[src/rtl/core/spq_pkg.sv]
// ----------------------------------------------------------------------------
// spq_pkg
// Types and constants shared by the sorted priority queue and its cells.
// ----------------------------------------------------------------------------
package spq_pkg;

  localparam int DEFAULT_CAPACITY = 16;
  localparam int DATA_W           = 32;
  localparam int PRIO_W           = 16;
  localparam int OCC_W            = 5;

  localparam logic signed [DATA_W-1:0] EMPTY_DATA = '1;

  typedef enum logic {
    ACT_ENQ = 1'b0,
    ACT_DEQ = 1'b1
  } action_t;

  typedef struct packed {
    action_t                   action;
    logic signed [DATA_W-1:0]  data_in;
    logic        [PRIO_W-1:0]  prio_in;
  } in_item_t;

  typedef struct packed {
    logic signed [DATA_W-1:0]  data_out;
    logic                      data_valid;
    logic                      was_empty;
    logic                      rejected_full;
    logic        [OCC_W-1:0]   occupancy;
  } out_item_t;

  typedef struct packed {
    logic signed [DATA_W-1:0]  data;
    logic        [PRIO_W-1:0]  prio;
  } entry_t;

  typedef struct packed {
    logic   enq;
    logic   deq;
    entry_t ent;
  } cell_cmd_t;

endpackage

[src/rtl/core/spq_cell.sv]
// ----------------------------------------------------------------------------
// spq_cell
// One slot of the sorted chain: holds an entry, keeps it, takes the new
// entry or shifts in from a neighbor.
// ----------------------------------------------------------------------------
module spq_cell import spq_pkg::*; (
  input  logic      clk,
  input  cell_cmd_t cmd,
  input  logic      occupied,
  input  logic      left_keep,
  input  entry_t    left_ent,
  input  entry_t    right_ent,
  output logic      keep,
  output entry_t    ent
);

  entry_t ent_r;
  entry_t ent_nxt;

  assign keep = occupied && (ent_r.prio >= cmd.ent.prio);
  assign ent  = ent_r;

  always_comb begin
    ent_nxt = ent_r;
    if (cmd.enq && !keep) begin
      ent_nxt = left_keep ? cmd.ent : left_ent;
    end else if (cmd.deq) begin
      ent_nxt = right_ent;
    end
  end

  always_ff @(posedge clk) begin
    ent_r <= ent_nxt;
  end

endmodule

[src/rtl/core/sorted_priority_queue.sv]
// the result of an accepted transaction is registered straight into the output register
// throughput: one enqueue or dequeue per cycle while in_stall is low; every cell updates in parallel
// each transaction gives exactly one result; output register lets input proceed
// reset: synchronous active-low clears the fill count and output valid
// entry cells are not reset; slots beyond the fill count are never read
// ----------------------------------------------------------------------------
// sorted_priority_queue
// Priority queue kept sorted in a chain of cells, highest priority at head.
// ----------------------------------------------------------------------------
module sorted_priority_queue import spq_pkg::*; #(
  parameter int CAPACITY = DEFAULT_CAPACITY
) (
  input  logic      clk,
  input  logic      rst_n,
  input  logic      in_valid,
  output logic      in_stall,
  input  in_item_t  in_item,
  output logic      out_valid,
  input  logic      out_stall,
  output out_item_t out_item
);

  localparam int CW = $clog2(CAPACITY + 1);

  logic [CW-1:0]        count_r;
  logic [CW-1:0]        count_nxt;
  logic                 out_valid_r;
  logic                 out_valid_nxt;
  out_item_t            out_item_r;
  out_item_t            out_item_nxt;
  logic                 in_acc;
  logic                 full;
  logic                 empty;
  logic                 is_deq;
  cell_cmd_t            cmd;
  logic [CAPACITY-1:0]  occ;
  logic [CAPACITY-1:0]  keep;
  entry_t               ents [CAPACITY];
  logic [CW+OCC_W-1:0]  occ_ext;

  assign in_stall  = out_valid_r && out_stall;
  assign in_acc    = in_valid && !in_stall;
  assign full      = (count_r == CW'(CAPACITY));
  assign empty     = (count_r == '0);
  assign is_deq    = (in_item.action == ACT_DEQ);
  assign out_valid = out_valid_r;
  assign out_item  = out_item_r;

  assign cmd.enq      = in_acc && !is_deq && !full;
  assign cmd.deq      = in_acc && is_deq && !empty;
  assign cmd.ent.data = in_item.data_in;
  assign cmd.ent.prio = in_item.prio_in;

  for (genvar g = 0; g < CAPACITY; g++) begin : g_cell
    entry_t left_ent;
    entry_t right_ent;
    logic   left_keep;

    assign occ[g] = (count_r > CW'(g));

    if (g == 0) begin : g_head
      assign left_keep = 1'b1;
      assign left_ent  = cmd.ent;
    end else begin : g_mid
      assign left_keep = keep[g-1];
      assign left_ent  = ents[g-1];
    end

    if (g == CAPACITY - 1) begin : g_tail
      assign right_ent = ents[g];
    end else begin : g_body
      assign right_ent = ents[g+1];
    end

    spq_cell u_cell (
      .clk       (clk),
      .cmd       (cmd),
      .occupied  (occ[g]),
      .left_keep (left_keep),
      .left_ent  (left_ent),
      .right_ent (right_ent),
      .keep      (keep[g]),
      .ent       (ents[g])
    );
  end

  always_comb begin
    count_nxt = count_r;
    if (cmd.enq) begin
      count_nxt = count_r + CW'(1);
    end else if (cmd.deq) begin
      count_nxt = count_r - CW'(1);
    end
  end

  assign occ_ext = {{OCC_W{1'b0}}, count_nxt};

  always_comb begin
    out_item_nxt               = out_item_r;
    out_valid_nxt              = out_valid_r && out_stall;
    if (in_acc) begin
      out_valid_nxt              = 1'b1;
      out_item_nxt.data_out      = '0;
      out_item_nxt.data_valid    = cmd.deq;
      out_item_nxt.was_empty     = is_deq && empty;
      out_item_nxt.rejected_full = !is_deq && full;
      out_item_nxt.occupancy     = occ_ext[OCC_W-1:0];
      if (is_deq) begin
        out_item_nxt.data_out = empty ? EMPTY_DATA : ents[0].data;
      end
    end
  end

  always_ff @(posedge clk) begin
    if (!rst_n) begin
      count_r     <= '0;
      out_valid_r <= 1'b0;
    end else begin
      count_r     <= count_nxt;
      out_valid_r <= out_valid_nxt;
    end
    out_item_r <= out_item_nxt;
  end

`ifndef NO_ASSERTIONS
  a_count_bound: assert property (@(posedge clk) disable iff (!rst_n)
    count_r <= CW'(CAPACITY))
    else $error("fill count exceeds capacity");

  a_enq_grows: assert property (@(posedge clk) disable iff (!rst_n)
    cmd.enq |=> count_r == $past(count_r) + CW'(1))
    else $error("enqueue did not grow the queue");

  a_deq_shrinks: assert property (@(posedge clk) disable iff (!rst_n)
    cmd.deq |=> count_r == $past(count_r) - CW'(1))
    else $error("dequeue did not shrink the queue");

  a_result_follows: assert property (@(posedge clk) disable iff (!rst_n)
    in_acc |=> out_valid_r)
    else $error("accepted transaction gave no result");

  a_head_sorted: assert property (@(posedge clk) disable iff (!rst_n)
    (count_r >= CW'(2)) |-> (ents[0].prio >= ents[1].prio))
    else $error("head entries out of order");
`endif

endmodule

[config.mk]
export PLATFORM = sky130hd
export DESIGN_NAME = sorted_priority_queue
export DESIGN_NICKNAME = d
export VERILOG_FILES = /design/src/rtl/core/spq_pkg.sv /design/src/rtl/core/spq_cell.sv /design/src/rtl/core/sorted_priority_queue.sv
export SDC_FILE = /design/constraint.sdc
export NUM_CORES = 2
export LEC_CHECK = 0
export BUFFER_PORTS_ARGS = -buffer_cell sky130_fd_sc_hd__buf_2
export CORE_MARGIN = 8
export CORE_UTILIZATION = 51
export DETAILED_ROUTE_END_ITERATION = 6
export PLACE_DENSITY = 0.78
export SYNTH_ARGS = -nofsm -noshare
export SYNTH_HDL_FRONTEND = slang
export SYNTH_HIERARCHICAL = 1
export SYNTH_SLANG_ARGS = --single-unit
export TNS_END_PERCENT = 1
[constraint.sdc]
create_clock -name clk -period 7.6 [get_ports clk]
set_input_delay 0.76 -clock clk [delete_from_list [all_inputs] [get_ports clk]]
set_output_delay 0.76 -clock clk [all_outputs]
set_load 0.03 [all_outputs]
==> results.py <==
metrics = {
    "finish": {
        "final-seq-area_um2": 24380,
        "fin_nets": 3997,
        "drive_gt1_frac": 0.4599,
        "fillers": 7781,
        "syn2layout_area_growth_pct": 8.608,
        "multi_input_area_um2": 24450,
        "fin_util": 0.5594,
    },
    "power_and_ir_drop": {
        "ir_worst_vdd_mv": 0.2070,
        "p_leak_nw": 20.24,
        "finalPower_mw": 16.49,
        "p_per_area_nw_per_um2": 299.0,
    },
    "routing": {
        "drtPass1Iterations": 5,
        "drtIter0Drc": 2431,
        "met3_length_mm": 7.215,
        "dr_wl_met2_mm": 50.15,
        "dr_total_vias": 29870,
        "drc": 0,
        "routed_wl_mm": 115.8,
        "ant_nets": 0,
        "post_drt_via_cell_ratio": 5.926,
        "routedLengthMet1_mm": 56.44,
        "avgRoutedWirePerCell_um": 22.97,
        "top_layer": "met4",
    },
    "clocking": {
        "cts_resized": 0,
        "cts_hold_buf": 0,
        "clk_pin_slew_ns": 0.06,
        "clk_latency_ns": 0.65,
        "clock-sinks": 814,
        "postCtsSetupBuffers": 0,
        "cts_tree": "yes",
        "numCtsBuffers": 91,
        "cts_buffer_depth": 3,
        "cts_root_buf": "clkbuf_16",
        "cts-htree-levels": 3,
    },
    "synth": {
        "syn_avg_cell_area_um2": 14.06,
        "synthCells": 3611,
        "yosysWarnings": 6,
        "synth_area_um2": 50770,
    },
    "worst_setup_path": {
        "crit_path_frequent_cell": "buf_4",
        "cp_slowest_cell": "nand2b_2",
        "cp.required_ns": 7.85,
        "slowest_delay_ns": 0.95,
        "crit_family": "simple AND/OR/NAND/NOR gates",
        "r2r_slack_ns": 2.43,
        "r2r_end": "g_cell[12].u_cell/ent[32]",
        "reg2reg_from": "count_r[1]",
        "cp_num_buf_inv": 3,
        "path_max_fanout": 49,
        "crit_path_end_kind": "register",
        "crit_chain": "inv_1, ha_1, nand4bb_1, nand2_1, nor2_4, buf_4, o211ai_1, nor4_1, a32oi_4, buf_4, nand2b_2",
        "crit_type": "reg -> reg",
        "ff2ff_path_depth": 11,
        "cp_data_arrival_time_ns": 5.43,
        "critPathLaunchType": "register",
    },
    "floorplanning": {
        "num_rows": 115,
        "num_io_pins": 95,
        "die_w_um": 331.5,
        "dieHeight_um": 331.5,
        "die-area_um2": 109900,
        "coreArea_um2": 98560,
        "start_util": 0.5151,
    },
    "sta": {
        "min_period_over_period": 0.6805,
        "skew_ns": 0.02980,
        "worst_pin_slew_ns": 1.325,
        "hold-worst-slack_ns": 0.3456,
        "finalCriticalPeriod_ns": 5.172,
        "rsz0062_at_grt": "false",
        "max_freq_mhz": 193.4,
        "setup-violations-final": 0,
        "setup_tns_ns": 0,
        "slew_headroom": 0.1167,
        "fin_ws_ns": 2.428,
        "slew_viol_final": 0,
        "hold_viol": 0,
    },
    "global_routing": {
        "antenna_found_initial": 2,
        "grt_usage": 0.2049,
        "first_global_vias": 30710,
        "grt_max_degree": 50,
        "grt_pass1_wl_mm": 183.8,
        "grt_overflow": 0,
    },
    "placement": {
        "place_hpwl_mm": 83.04,
        "globalplace.congestion": 0.8550,
        "port_buffers": 94,
        "dp_slack_ns": 2.536,
    },
    "hold_path": {
        "hold_end": "out_valid",
        "worstHoldStart": "in_valid",
        "min_delay_path_depth": 2,
        "min_path_type": "in -> reg",
    },
    "job": {
        "cap_viol_max_count": 0,
    },
    "run_status": {
        "status": "complete, no violations",
    },
}
## state kept, by name, indices dropped and copies added (netlist names)
name / cells
out_item: 40
out_valid: 1
count_r: 5
g_cell.u_cell/ent: 768
## cells in the final DEF, fill, tap and decap left out, types with 6 or more instances in the layout
master     instances
mux2_2          1392
edfxtp_1         808
inv_1            278
ha_1             262
mux2_1           144
buf_2             94
clkbuf_16         92
nand2_1           70
a21oi_1           66
buf_4             56
o21a_1            49
nand4_1           38
o21ai_0           35
nor2_1            28
clkbuf_1          28
clkinv_1          26
nand2b_1          22
nor4_1            21
nand3_1           18
and4_1            15
nor3_1            13
nor2b_1           13
or3_1             12
a2111oi_0         11
or4_4             11
a31o_2            11
o211ai_1          11
a32oi_4           11
nand2b_2          11
a31oi_4           10
clkinv_2           9
and2_1             8
o311a_1            6
dfxtp_1            6
## cell type report
type | instances | share of cell area
Inverter | 280 | 0.01906
Sequential cell | 814 | 0.4422
Clock buffer | 122 | 0.04416
Antenna cell | 1 | 0.00004538
Clock inverter | 42 | 0.005718
Tap cell | 1287 | 0.02920
Timing Repair Buffer | 150 | 0.01616
Multi-Input combinational cell | 2345 | 0.4434
## routing by layer
metal / up-vias / GRT usage
met3: 127 / 0.03009
li1: 13920 / -
met2: 896 / 0.3086
met4: 0 / 0.04621
met1: 14930 / 0.3106
met5: - / 0
## worst register-to-register path, cell delays in order, from the launching register on
cell,delay [ns]
dfxtp_1,0.56
inv_1,0.20
ha_1,0.30
nand4bb_1,0.24
nand2_1,0.15
nor2_4,0.69
buf_4,0.45
o211ai_1,0.15
nor4_1,0.53
a32oi_4,0.17
buf_4,0.34
nand2b_2,0.96
## where the power goes
group	total, mW	switching (mW)	internal (mW)
Clock	4.14	1.82	2.32
Combinational	4.89	2.31	2.58
Sequential	7.46	0.789	6.67
## through the flow
stage,instances,area [um^2]
floorplan,3613,50780
global placement,4876,52390
detailed placement,4876,52390
CTS,5040,55140
global route,5041,55140
finish,5041,55140
## worst max-delay path by stage
stage | start | to | slack (ns) | cells after the start
finish | count_r[1] | g_cell[12].u_cell/ent[32] | 2.43 | 11
CTS | count_r[1] | g_cell[13].u_cell/ent[37] | 2.48 | 11
global placement | in_item[14] | g_cell[13].u_cell/ent[35] | 2.55 | 10
detailed placement | in_item[15] | g_cell[13].u_cell/ent[29] | 2.54 | 10
global route | count_r[1] | g_cell[13].u_cell/ent[32] | 2.15 | 11
floorplan | in_valid | g_cell[0].u_cell/ent[0] | 1.34 | 10
No activity file was read; power rests on OpenSTA's default activity.
